$ cat src/rotary_encoder_edge_decoder_assert.svh
// Assertion helpers for the rotary encoder edge decoder.
// Both sample on clk and stay quiet while rst is high.
`ifndef ROTARY_ENCODER_EDGE_DECODER_ASSERT_SVH
`define ROTARY_ENCODER_EDGE_DECODER_ASSERT_SVH

// Condition that must hold at every edge.
`define RED_ASSERT(label, expr) \
  label: assert property (@(posedge clk) disable iff (rst) (expr)) \
    else $error("rotary encoder edge decoder: check failed");

// Consequent that must hold in the same cycle as the antecedent.
`define RED_ASSERT_IMPLIES(label, ante, cons) \
  label: assert property (@(posedge clk) disable iff (rst) (ante) |-> (cons)) \
    else $error("rotary encoder edge decoder: implication failed");

`endif

$ cat src/red_pkg.sv
package red_pkg;

  localparam int NUM_ENCODERS_DEFAULT = 16;
  localparam int TIME_BITS_DEFAULT    = 32;
  localparam int QUEUE_DEPTH          = 2;

  localparam logic [31:0] ROTATE_HOLDOFF_RESET = 32'd50000;
  localparam logic [31:0] CLICK_HOLDOFF_RESET  = 32'd200000;

  // Pin codes of an incoming event
  localparam logic [1:0] KIND_A     = 2'd0;
  localparam logic [1:0] KIND_B     = 2'd1;
  localparam logic [1:0] KIND_CLICK = 2'd2;

  // Reported event codes
  localparam logic [1:0] EV_CCW   = 2'd0;
  localparam logic [1:0] EV_CW    = 2'd1;
  localparam logic [1:0] EV_CLICK = 2'd2;

  // Register index, taken from paddr[2]
  localparam logic [0:0] REG_ROTATE = 1'b0;
  localparam logic [0:0] REG_CLICK  = 1'b1;

  typedef struct packed {
    logic [1:0]  kind;
    logic [3:0]  switch_index;
    logic        level_a;
    logic        level_b;
    logic [31:0] now_us;
  } in_t;

  typedef struct packed {
    logic [3:0] source_switch;
    logic [1:0] event_code;
  } out_t;

  typedef enum logic [1:0] {
    OP_FALL_A,
    OP_FALL_B,
    OP_CLICK
  } cmd_op_t;

  typedef struct packed {
    cmd_op_t     op;
    logic [3:0]  sw;
    logic        level_a;
    logic        level_b;
    logic [31:0] now_us;
  } cmd_t;

  typedef struct packed {
    logic [31:0] rotate_holdoff_us;
    logic [31:0] click_holdoff_us;
  } cfg_t;

endpackage

$ cat src/red_fifo.sv
module red_fifo #(
  parameter type item_t = logic,
  parameter int  DEPTH  = red_pkg::QUEUE_DEPTH
) (
  input  logic  clk,
  input  logic  rst,
  input  logic  push,
  input  item_t wdata,
  output logic  full,
  input  logic  pop,
  output item_t rdata,
  output logic  empty
);

  localparam int PTR_W = (DEPTH > 1) ? $clog2(DEPTH) : 1;
  localparam int CNT_W = $clog2(DEPTH + 1);

  item_t            mem [DEPTH];
  logic [PTR_W-1:0] wr_ptr;
  logic [PTR_W-1:0] rd_ptr;
  logic [CNT_W-1:0] count;
  logic             do_push;
  logic             do_pop;

  assign full    = (count == CNT_W'(DEPTH));
  assign empty   = (count == '0);
  assign do_push = push && !full;
  assign do_pop  = pop && !empty;
  assign rdata   = mem[rd_ptr];

  function automatic logic [PTR_W-1:0] advance(input logic [PTR_W-1:0] p);
    advance = (p == PTR_W'(DEPTH - 1)) ? '0 : p + 1'b1;
  endfunction

  always_ff @(posedge clk) begin
    if (rst) begin
      wr_ptr <= '0;
      rd_ptr <= '0;
      count  <= '0;
    end else begin
      if (do_push) begin
        wr_ptr <= advance(wr_ptr);
      end
      if (do_pop) begin
        rd_ptr <= advance(rd_ptr);
      end
      case ({do_push, do_pop})
        2'b10:   count <= count + 1'b1;
        2'b01:   count <= count - 1'b1;
        default: count <= count;
      endcase
    end
  end

  always_ff @(posedge clk) begin
    if (do_push) begin
      mem[wr_ptr] <= wdata;
    end
  end

endmodule

$ cat src/red_front.sv
module red_front #(
  parameter int NUM_ENCODERS = red_pkg::NUM_ENCODERS_DEFAULT
) (
  input  logic          push,
  input  red_pkg::in_t  item,
  output logic          full,
  input  logic          cmd_full,
  output logic          cmd_push,
  output red_pkg::cmd_t cmd
);

  logic keep;
  logic sw_ok;

  assign sw_ok = ({28'b0, item.switch_index} < 32'(NUM_ENCODERS));

  always_comb begin
    keep   = 1'b1;
    cmd.op = red_pkg::OP_CLICK;
    unique case (item.kind)
      red_pkg::KIND_A:     cmd.op = red_pkg::OP_FALL_A;
      red_pkg::KIND_B:     cmd.op = red_pkg::OP_FALL_B;
      red_pkg::KIND_CLICK: cmd.op = red_pkg::OP_CLICK;
      default:             keep   = 1'b0;
    endcase
    cmd.sw      = item.switch_index;
    cmd.level_a = item.level_a;
    cmd.level_b = item.level_b;
    cmd.now_us  = item.now_us;
  end

  // Accept every request while the queue has room; drop the ones that can never report.
  assign full     = cmd_full;
  assign cmd_push = push && !cmd_full && keep && sw_ok;

endmodule

$ cat src/red_back.sv
module red_back #(
  parameter int NUM_ENCODERS = red_pkg::NUM_ENCODERS_DEFAULT,
  parameter int TIME_BITS    = red_pkg::TIME_BITS_DEFAULT
) (
  input  logic          clk,
  input  logic          rst,
  input  red_pkg::cfg_t cfg,
  input  logic          cmd_empty,
  input  red_pkg::cmd_t cmd,
  output logic          cmd_pop,
  input  logic          res_full,
  output logic          res_push,
  output red_pkg::out_t res
);

  localparam int ENTRIES = (NUM_ENCODERS < 16) ? NUM_ENCODERS : 16;
  localparam int IDX_W   = (ENTRIES > 1) ? $clog2(ENTRIES) : 1;
  localparam int CMP_W   = (TIME_BITS > 32) ? TIME_BITS : 32;

  logic [TIME_BITS-1:0] last_time [ENTRIES];
  logic                 cw_armed  [ENTRIES];
  logic                 ccw_armed [ENTRIES];

  logic [IDX_W-1:0]     idx;
  logic [TIME_BITS-1:0] now_t;
  logic [TIME_BITS-1:0] elapsed;
  logic                 click_ok;
  logic                 rot_ok;
  logic                 fire;
  logic                 emit;
  logic                 stamp;
  logic                 cw_next;
  logic                 ccw_next;
  logic [1:0]           code;
  logic                 both_low;

  assign idx      = IDX_W'(cmd.sw);
  assign now_t    = TIME_BITS'(cmd.now_us);
  assign elapsed  = now_t - last_time[idx];
  assign click_ok = CMP_W'(elapsed) >= CMP_W'(cfg.click_holdoff_us);
  assign rot_ok   = CMP_W'(elapsed) >= CMP_W'(cfg.rotate_holdoff_us);
  assign fire     = !cmd_empty && !res_full;
  assign cmd_pop  = fire;
  assign both_low = !cmd.level_a && !cmd.level_b;

  always_comb begin
    emit     = 1'b0;
    stamp    = 1'b0;
    code     = red_pkg::EV_CLICK;
    cw_next  = cw_armed[idx];
    ccw_next = ccw_armed[idx];
    case (cmd.op)
      red_pkg::OP_CLICK: begin
        if (click_ok) begin
          emit  = 1'b1;
          stamp = 1'b1;
        end
      end
      red_pkg::OP_FALL_A: begin
        if (rot_ok) begin
          if (cmd.level_b && !cmd.level_a) begin
            cw_next = 1'b1;
          end
          if (ccw_armed[idx] && both_low) begin
            cw_next  = 1'b0;
            ccw_next = 1'b0;
            emit     = 1'b1;
            stamp    = 1'b1;
            code     = red_pkg::EV_CCW;
          end
        end
      end
      red_pkg::OP_FALL_B: begin
        if (rot_ok) begin
          if (cmd.level_a && !cmd.level_b) begin
            ccw_next = 1'b1;
          end
          if (cw_armed[idx] && both_low) begin
            cw_next  = 1'b0;
            ccw_next = 1'b0;
            emit     = 1'b1;
            stamp    = 1'b1;
            code     = red_pkg::EV_CW;
          end
        end
      end
      default: begin
        emit = 1'b0;
      end
    endcase
  end

  assign res_push          = fire && emit;
  assign res.source_switch = cmd.sw;
  assign res.event_code    = code;

  always_ff @(posedge clk) begin
    if (rst) begin
      for (int i = 0; i < ENTRIES; i++) begin
        last_time[i] <= '0;
        cw_armed[i]  <= 1'b0;
        ccw_armed[i] <= 1'b0;
      end
    end else if (fire) begin
      cw_armed[idx]  <= cw_next;
      ccw_armed[idx] <= ccw_next;
      if (stamp) begin
        last_time[idx] <= now_t;
      end
    end
  end

endmodule

$ cat src/rotary_encoder_edge_decoder.sv
// Rotary encoder edge decoder: takes falling-edge events from up to sixteen encoders
// with push buttons, debounces them against the per-encoder time of the last
// reported event, and reports counterclockwise, clockwise and click events through
// a result queue. One event is accepted per clock cycle when neither side stalls;
// that rate is set by the back stage, which does the per-encoder state
// read-modify-write for one event a cycle. A reported event passes through the
// command queue, where the back stage takes it from the head, and then through the
// result queue before it shows on the result ports; either queue can hold it while
// the side after it stalls. Events that cannot report (unused pin code, encoder out of
// range) are dropped on entry. Hold-off registers sit at byte address 0 (rotate)
// and 4 (click) and must only be written while the block is idle.
`include "rotary_encoder_edge_decoder_assert.svh"

module rotary_encoder_edge_decoder #(
  parameter int NUM_ENCODERS = red_pkg::NUM_ENCODERS_DEFAULT,
  parameter int TIME_BITS    = red_pkg::TIME_BITS_DEFAULT
) (
  input  logic          clk,
  input  logic          rst,
  input  logic          push,
  input  red_pkg::in_t  item,
  output logic          full,
  input  logic          pop,
  output red_pkg::out_t result,
  output logic          empty,
  input  logic          psel,
  input  logic          penable,
  input  logic          pwrite,
  input  logic [2:0]    paddr,
  input  logic [31:0]   pwdata,
  output logic [31:0]   prdata,
  output logic          pready
);

  red_pkg::cfg_t cfg;
  logic          cfg_write;

  logic          cmd_push;
  logic          cmd_full;
  logic          cmd_pop;
  logic          cmd_empty;
  red_pkg::cmd_t cmd_in;
  red_pkg::cmd_t cmd_head;

  logic          res_push;
  logic          res_full;
  red_pkg::out_t res_in;
  logic          res_is_click;

  assign pready    = 1'b1;
  assign cfg_write = psel && penable && pwrite;

  always_ff @(posedge clk) begin
    if (rst) begin
      cfg.rotate_holdoff_us <= red_pkg::ROTATE_HOLDOFF_RESET;
      cfg.click_holdoff_us  <= red_pkg::CLICK_HOLDOFF_RESET;
    end else if (cfg_write) begin
      case (paddr[2])
        red_pkg::REG_ROTATE: cfg.rotate_holdoff_us <= pwdata;
        red_pkg::REG_CLICK:  cfg.click_holdoff_us  <= pwdata;
        default:             cfg.click_holdoff_us  <= cfg.click_holdoff_us;
      endcase
    end
  end

  always_comb begin
    case (paddr[2])
      red_pkg::REG_ROTATE: prdata = cfg.rotate_holdoff_us;
      default:             prdata = cfg.click_holdoff_us;
    endcase
  end

  red_front #(
    .NUM_ENCODERS(NUM_ENCODERS)
  ) u_front (
    .push    (push),
    .item    (item),
    .full    (full),
    .cmd_full(cmd_full),
    .cmd_push(cmd_push),
    .cmd     (cmd_in)
  );

  red_fifo #(
    .item_t(red_pkg::cmd_t),
    .DEPTH (red_pkg::QUEUE_DEPTH)
  ) u_cmd_queue (
    .clk  (clk),
    .rst  (rst),
    .push (cmd_push),
    .wdata(cmd_in),
    .full (cmd_full),
    .pop  (cmd_pop),
    .rdata(cmd_head),
    .empty(cmd_empty)
  );

  red_back #(
    .NUM_ENCODERS(NUM_ENCODERS),
    .TIME_BITS   (TIME_BITS)
  ) u_back (
    .clk      (clk),
    .rst      (rst),
    .cfg      (cfg),
    .cmd_empty(cmd_empty),
    .cmd      (cmd_head),
    .cmd_pop  (cmd_pop),
    .res_full (res_full),
    .res_push (res_push),
    .res      (res_in)
  );

  red_fifo #(
    .item_t(red_pkg::out_t),
    .DEPTH (red_pkg::QUEUE_DEPTH)
  ) u_res_queue (
    .clk  (clk),
    .rst  (rst),
    .push (res_push),
    .wdata(res_in),
    .full (res_full),
    .pop  (pop),
    .rdata(result),
    .empty(empty)
  );

  assign res_is_click = (res_in.event_code == red_pkg::EV_CLICK);

  // A result only comes from the command being retired, never into a full queue.
  `RED_ASSERT(res_no_overflow, !(res_push && res_full))
  `RED_ASSERT_IMPLIES(res_needs_cmd, res_push, cmd_pop)
  `RED_ASSERT_IMPLIES(res_switch_match, res_push, res_in.source_switch == cmd_head.sw)
  `RED_ASSERT_IMPLIES(click_from_click, res_push && res_is_click, cmd_head.op == red_pkg::OP_CLICK)

endmodule
$ cat config.mk
export PLATFORM = sky130hd
export DESIGN_NAME = rotary_encoder_edge_decoder
export DESIGN_NICKNAME = d
export VERILOG_FILES = /design/src/red_pkg.sv /design/src/red_fifo.sv /design/src/red_front.sv /design/src/red_back.sv /design/src/rotary_encoder_edge_decoder.sv
export VERILOG_INCLUDE_DIRS = /design/src /design/src/src
export SDC_FILE = /design/constraint.sdc
export NUM_CORES = 1
export LEC_CHECK = 0
export BUFFER_PORTS_ARGS = -buffer_cell sky130_fd_sc_hd__buf_2
export CAP_MARGIN = 25
export CORE_MARGIN = 2
export CORE_UTILIZATION = 55
export DETAILED_ROUTE_END_ITERATION = 8
export PLACE_DENSITY_LB_ADDON = 0.3
export SLEW_MARGIN = 20
export SYNTH_ARGS = -nofsm -noshare
export SYNTH_HDL_FRONTEND = slang
export SYNTH_HIERARCHICAL = 1
export SYNTH_SLANG_ARGS = --single-unit
$ cat constraint.sdc
create_clock -name clk -period 8.5 [get_ports clk]
set_input_delay 1.275 -clock clk [delete_from_list [all_inputs] [get_ports clk]]
set_output_delay 1.275 -clock clk [all_outputs]
set_load 0.02 [all_outputs]
==> summary.md, run 1 <==
| Metric | Value |
|---|---|
| Outcome | `completed` |
| CTS tree | `built` |
| Max-Cap Viols | `0` |
| H-tree depth | `3` |
| Initial antenna violation count | `2` |
| Drt wl/cell | `24.6 um` |
| Fin crit share | `94.0%` |
| # fillers | `4594` |
| Synth Area per Inst | `13.9 um2` |
| Fin nets | `2747` |
| Clock Root Buffer | `clkbuf_16` |
| Final setup viols | `0` |
| Via/cell ratio | `6.05` |
| Antenna diodes | `0` |
| Vias | `20900` |
| CTS sink cnt | `710` |
| CP most frequent cell | `ha_1` |
| Max Buffers Root-to-Sink | `3` |
| Post-synth EDFFs | `636` |
| Worst path slowest cell | `mux2_8` |
| GRT Total Usage | `26.3%` |
| Sw Ratio | `36.5%` |
| CTS hold repair buffers | `0` |
| Seq/Total Area, Yosys | `59.2%` |
| Core area | `0.0627 mm2` |
| Maximum vdd drop | `187 uV` |
| Reg power frac | `32.9%` |
| Clk_lat worst skew | `0.62 ns` |
| Crit path max fanout | `46` |
| FF-to-FF setup slack | `0.51 ns` |
| Cell variety after synth | `70` |
| Ratio of cells with drive above 1 in the final layout | `21.5%` |
| DRT antenna net count | `0` |
| Min-Delay Path Class | `flop to flop` |
| Area grow syn2layout | `11.0%` |
| DRC Markers | `0` |
| Crit start category | `flop` |
| Largest net degree at the start of global routing | `118` |
| Global placement routability congestion | `0.883` |
| Pre-antenna DRT Iters | `5` |
| IO buf count | `119` |
| PwrDens | `323 mW/mm2` |
| Critical Path End Type | `flop` |
| Overflow left after global routing | `0` |
| Hold Vio Cnt, Final | `0` |
| Leak | `0.0143 uW` |
| Primary FF master, synth | `edfxtp_1` |
| Total CTS buffers | `72` |
| Tmin final | `7.99 ns` |
| Die W | `255 um` |
| Slew HR | `31.4%` |
| Worst EP required | `9.04 ns` |
| Part of the power in combinational logic | `43.1%` |
| Tightest Pin Transition | `1.03 ns` |
| Sw Pwr | `4550 uW` |
| F_max | `125 MHz` |
| Post-CTS setup buffers | `0` |
| First-pass GRT wire length | `129 mm` |
| Clock skew | `0.0211 ns` |
| Post-Syn Instances | `2500` |
| Yosys top cell area share | `55.0%` |
| Clock group share of total power | `24.0%` |
| Hpwl dp | `57.1 mm` |
| Initial Util | `55.4%` |
| CP arrival | `8.53 ns` |
| Dominant cell type by area after synthesis | `edfxtp_1` |
| RSZ-0062 raised after global routing | `no` |
| Iter 0 DRT Violations | `2368` |
| Final Max Tran Viols | `0` |
| Die extent in y | `255 um` |
| Net Count, Synth | `2681` |
| Top cells by area, synth | `edfxtp_1, mux4_2, and2_1` |
| Critical path's largest stage delay | `0.59 ns` |
| Pint | `7910 uW` |
| # IOs | `123` |
| WHS | `0.488 ns` |
| Clock slew at reported path FFs | `0.06 ns` |
| Die ar. | `0.0652 mm2` |
| Num rows | `92` |
| Routed WL | `85.2 mm` |
| Synth Register Bits | `710` |
| Post-Syn Area | `0.0347 mm2` |
| Vias in the first global route | `21400` |
| Yosys warnings | `6` |
| Setup_tns | `0 ns` |
| CP Class | `flop to flop` |
| Ys async rst share | `0%` |
flip-flops by register name, indices dropped and copies added (netlist names), named ones only:
register,count
u_cmd_queue/rd_ptr,1
u_res_queue/mem,12
u_back/cw_armed,16
cfg,64
u_back/last_time,512
u_res_queue/rd_ptr,1
u_cmd_queue/mem,80
u_res_queue/count,2
u_res_queue/wr_ptr,1
u_cmd_queue/wr_ptr,1
u_cmd_queue/count,2
u_back/ccw_armed,16
layer usage:
metal / vias up / part of all wire [%] / track usage (%)
met5: - / 0.015 / 0
met4: 2 / 2.5 / 7.96
met3: 139 / 8.9 / 4.13
met2: 1048 / 49 / 43.5
met1: 10600 / 40 / 36.2
li1: 9166 / - / -
cells by family after synthesis:
family / after synthesis / share of synthesized area (%)
compound gates: 152 / 2.88
xor+xnor: 36 / 0.908
fa+ha+maj: 99 / 3.59
buf+inv: 313 / 4.32
flops: 710 / 59.2
mux: 312 / 15.4
other cells: 1 / 0.0108
simple gates: 877 / 13.7
cells in the final DEF, fill, tap and decap left out, types with 7 or more instances in the layout:
| cell | netlist | final |
|---|---|---|
| mux2_1 | 17 | 16 |
| and2_1 | 314 | 314 |
| buf_2 | 36 | 118 |
| nor4_1 | 8 | 8 |
| a21oi_1 | 52 | 52 |
| nand4_1 | 18 | 18 |
| a21o_1 | 32 | 32 |
| edfxtp_1 | 636 | 636 |
| nand2_1 | 42 | 42 |
| clkbuf_1 | 99 | 13 |
| ha_1 | 98 | 98 |
| xor2_1 | 12 | 12 |
| a31oi_1 | 8 | 8 |
| clkinv_2 | 0 | 9 |
| and3_1 | 8 | 7 |
| dfxtp_1 | 74 | 73 |
| nor2_1 | 279 | 279 |
| clkbuf_16 | 0 | 76 |
| inv_1 | 106 | 105 |
| nand3_1 | 8 | 8 |
| clkinv_1 | 1 | 24 |
| xnor2_1 | 24 | 24 |
| mux4_2 | 170 | 170 |
| mux2i_1 | 64 | 64 |
| buf_12 | 2 | 34 |
| or2_2 | 11 | 13 |
| o21ai_0 | 21 | 20 |
| nand2b_1 | 142 | 136 |
| buf_4 | 46 | 44 |
| nand2b_2 | 2 | 8 |
| mux2_2 | 61 | 60 |
stage by stage:
stage	power, uW	setup WS, ns	cell area [um2]	utilization [%]	instances
final	12500	0.507	38600	61.5	3465
after global routing	13100	0.0531	38600	61.5	3465
after CTS	12500	0.283	38500	61.4	3464
after detailed placement	9470	0.302	36400	58.0	3337
after global placement	9280	0.417	36400	58.0	3337
after floorplan	7840	0.0864	34700	-	2500
worst max-delay path, delay by kind of cell (launching register included):
kind                       cells  cell delay (ns)
DFF                            1             0.35
and+or+nand+nor                7             1.91
buffers and inverters          3             0.57
adders and majority gates      3             0.88
xor gates and xnor gates       1             0.18
AOI/OAI and AO/OA             11             2.32
muxes                          3             1.59
cell type report:
cell class | count | area, um2 | area share, %
clock buffer | 89 | 1950 | 5.06
timing repair buffer | 196 | 1600 | 4.15
clock inverter | 38 | 229 | 0.594
inverter | 109 | 409 | 1.06
tap | 846 | 1060 | 2.74
multi-input combinational | 1477 | 12700 | 33.0
sequential | 710 | 20600 | 53.3
power by group through the flow:
| stage | logic, uW | registers (uW) | clock network (uW) |
|---|---|---|---|
| after floorplan | 3690 | 4150 | 0 |
| after global placement | 5120 | 4160 | 0 |
| after detailed placement | 5300 | 4170 | 0 |
| after CTS | 5330 | 4100 | 3030 |
| after global routing | 5860 | 4120 | 3170 |
| final | 5370 | 4100 | 2980 |
path summary, 6_finish.rpt:
check / startpoint / end / cells past startpoint
min: cfg[50] / cfg[50] / 2
max: flop / u_res_queue/count[1] / 28
max reg2reg: flop / u_res_queue/count[1] / 28
min reg2reg: cfg[50] / cfg[50] / 2
what timing repair did:
action	CTS	global route
endpoints found under the setup margin	0	74
resized for setup	0	3
hold endpoints to repair	0	0
synth_stat cells (21+ instances only):
library cell and count:
nand2_1 42, mux4_2 170, mux2_2 61, a21oi_1 52
ha_1 98, o21ai_0 21, nand2b_1 142, buf_2 36
buf_4 46, nor2_1 279, a21o_1 32, dfxtp_1 74
and2_1 314, xnor2_1 24, mux2i_1 64, edfxtp_1 636
inv_1 106, clkbuf_1 99
Power figures use the tool's default switching activity.
==> run 2: changes to the inputs <==
- MAX_ROUTING_LAYER: unset -> met4
==> summary.md, run 2 (synthesis gave the netlist of run 1 again) <==
| Metric | Value |
|---|---|
| Outcome | `completed (unchanged)` |
| First-pass GRT wire length | `129 mm (about the same)` |
| Placed cells | `3337 (unchanged)` |
| Drt wl/cell | `24.5 um (was 24.6 um)` |
| RSZ-0062 raised after global routing | `no (unchanged)` |
| Leak | `0.0144 uW (was 0.0143 uW)` |
| Final Util | `61.8% (was 61.5%)` |
| Final Max Tran Viols | `0 (unchanged)` |
| Critical Path End Type | `flop (unchanged)` |
| Worst EP required | `8.84 ns (was 9.04 ns)` |
| Crit path max fanout | `46 (unchanged)` |
| CTS tree | `built (unchanged)` |
| CTS sink cnt | `710 (unchanged)` |
| Max Buffers Root-to-Sink | `3 (unchanged)` |
| DRC Markers | `0 (unchanged)` |
| Num rows | `92 (unchanged)` |
| Hold Vio Cnt, Final | `0 (unchanged)` |
| Biggest register | `u_back/last_time (unchanged)` |
| Fin nets | `2750 (was 2747)` |
| Final setup viols | `0 (unchanged)` |
| Die ar. | `0.0652 mm2 (unchanged)` |
| # IOs | `123 (unchanged)` |
| Core area | `0.0627 mm2 (unchanged)` |
| Clock skew | `0.0240 ns (was 0.0211 ns)` |
| Largest regs | `u_back/last_time x512, u_cmd_queue/mem x80, cfg x64 (unchanged)` |
| Slew HR | `36.2% (was 31.4%)` |
| Initial Util | `55.4% (unchanged)` |
| Finished Layout Cells | `3471 (was 3465)` |
| GRT Total Usage | `26.9% (was 26.3%)` |
| Pre-antenna DRT Iters | `6 (was 5)` |
| Fin crit share | `94.3% (was 94.0%)` |
| Die W | `255 um (unchanged)` |
| Tmin final | `8.01 ns (was 7.99 ns)` |
| Setup_tns | `0 ns (unchanged)` |
| Clock Root Buffer | `clkbuf_16 (unchanged)` |
| Largest net degree at the start of global routing | `110 (was 118)` |
| H-tree depth | `3 (unchanged)` |
| CTS hold repair buffers | `0 (unchanged)` |
| CP arrival | `8.35 ns (was 8.53 ns)` |
| Min-Delay Path Class | `flop to flop (unchanged)` |
| Crit start category | `flop (unchanged)` |
| Vias | `20800 (was 20900)` |
| Via/cell ratio | `5.99 (was 6.05)` |
| Tightest Pin Transition | `0.957 ns (was 1.03 ns)` |
| Maximum vdd drop | `215 uV (was 187 uV)` |
| Post-CTS setup buffers | `0 (unchanged)` |
| Clk_lat worst skew | `0.62 ns (about the same)` |
| Total CTS buffers | `74 (was 72)` |
| DRT antenna net count | `0 (unchanged)` |
| PwrDens | `327 mW/mm2 (was 323 mW/mm2)` |
| WHS | `0.489 ns (was 0.488 ns)` |
| Iter 0 DRT Violations | `2392 (was 2368)` |
| Commonest non-fill, non-tap cells in the layout | `edfxtp_1, and2_1, nor2_1 (unchanged)` |
| Max-Cap Viols | `0 (unchanged)` |
| Initial antenna violation count | `2 (unchanged)` |
| Overflow left after global routing | `0 (unchanged)` |
| F_max | `125 MHz (about the same)` |
| Clock slew at reported path FFs | `0.06 ns (about the same)` |
| Area grow syn2layout | `11.7% (was 11.0%)` |
| Vias in the first global route | `21300 (was 21400)` |
| Leading cell type in the layout, fill and taps excluded | `edfxtp_1 (unchanged)` |
| Max FFs per register | `512 (unchanged)` |
| Routed WL | `85.1 mm (was 85.2 mm)` |
| Ratio of cells with drive above 1 in the final layout | `21.8% (was 21.5%)` |
| CP Class | `flop to flop (unchanged)` |
| Post_cts resized | `0 (unchanged)` |
| Die extent in y | `255 um (unchanged)` |
| Global placement routability congestion | `0.917 (was 0.883)` |
| Design Power | `12700 uW (was 12500 uW)` |
| Hpwl dp | `56.6 mm (was 57.1 mm)` |
| IO buf count | `119 (unchanged)` |
==> run 2: layout make-up <==
type                            instances  area [um2]
Timing Repair Buffer                  197        1600
Inverter                              109         409
Sequential cell                       710       20600
Clock buffer                           95        2040
Clock inverter                         36         357
Multi-Input combinational cell       1477       12700
Antenna cell                            1        2.50
Fill cell                            4534       23900
Tap cell                              846        1060
==> run 2: final timing paths <==
| kind | start | end | slack (ns) | cells past startpoint |
|---|---|---|---|---|
| worst min register to register | cfg[53] | cfg[53] | 0.49 | 2 |
| worst max-delay path | flop | u_back/last_time[15][0] | 0.49 | 26 |
| worst max register to register | flop | u_back/last_time[15][0] | 0.49 | 26 |
| worst min-delay path | cfg[53] | cfg[53] | 0.49 | 2 |
==> run 2: power breakdown <==
group	leakage, uW	switching (uW)	internal [uW]
Sequential	0.00706	67.4	4030
Clock	0.00116	1330	1900
Combinational	0.00620	3170	2180
Total	0.0144	4560	8120
==> run 2: critical path, cell delays in order, from the launching register on <==
cell       delay [ns]
dfxtp_2          0.35
mux2_8           0.63
buf_12           0.40
mux4_2           0.62
mux4_2           0.52
inv_1            0.11
ha_1             0.30
nand4_1          0.17
nor2_1           0.07
o2bb2ai_1        0.12
a31oi_1          0.33
and2_1           0.28
o21bai_1         0.13
a21o_1           0.19
a21oi_1          0.17
xnor2_1          0.23
ha_1             0.33
a21o_1           0.17
a21o_1           0.17
a21oi_1          0.15
o22ai_1          0.14
a211oi_1         0.69
o31a_2           0.53
buf_4            0.26
nor3_4           0.06
or2_2            0.31
buf_4            0.24
==> run 2: metal layers <==
metal  share of wire, %  track usage, %  up-vias
met3                9.1            4.46      145
li1                   -               -     9165
met4                2.2            7.76        0
met5                  0               -        -
met2                 49            43.3      959
met1                 40            35.7    10500
==> run 2: through the flow <==
stage	setup slack (ns)	instance area, um2
final	0.486	38800
after global routing	0.124	38800
after CTS	0.330	38700
after detailed placement	0.340	36300
after global placement	0.449	36300
after floorplan	0.0864	34700
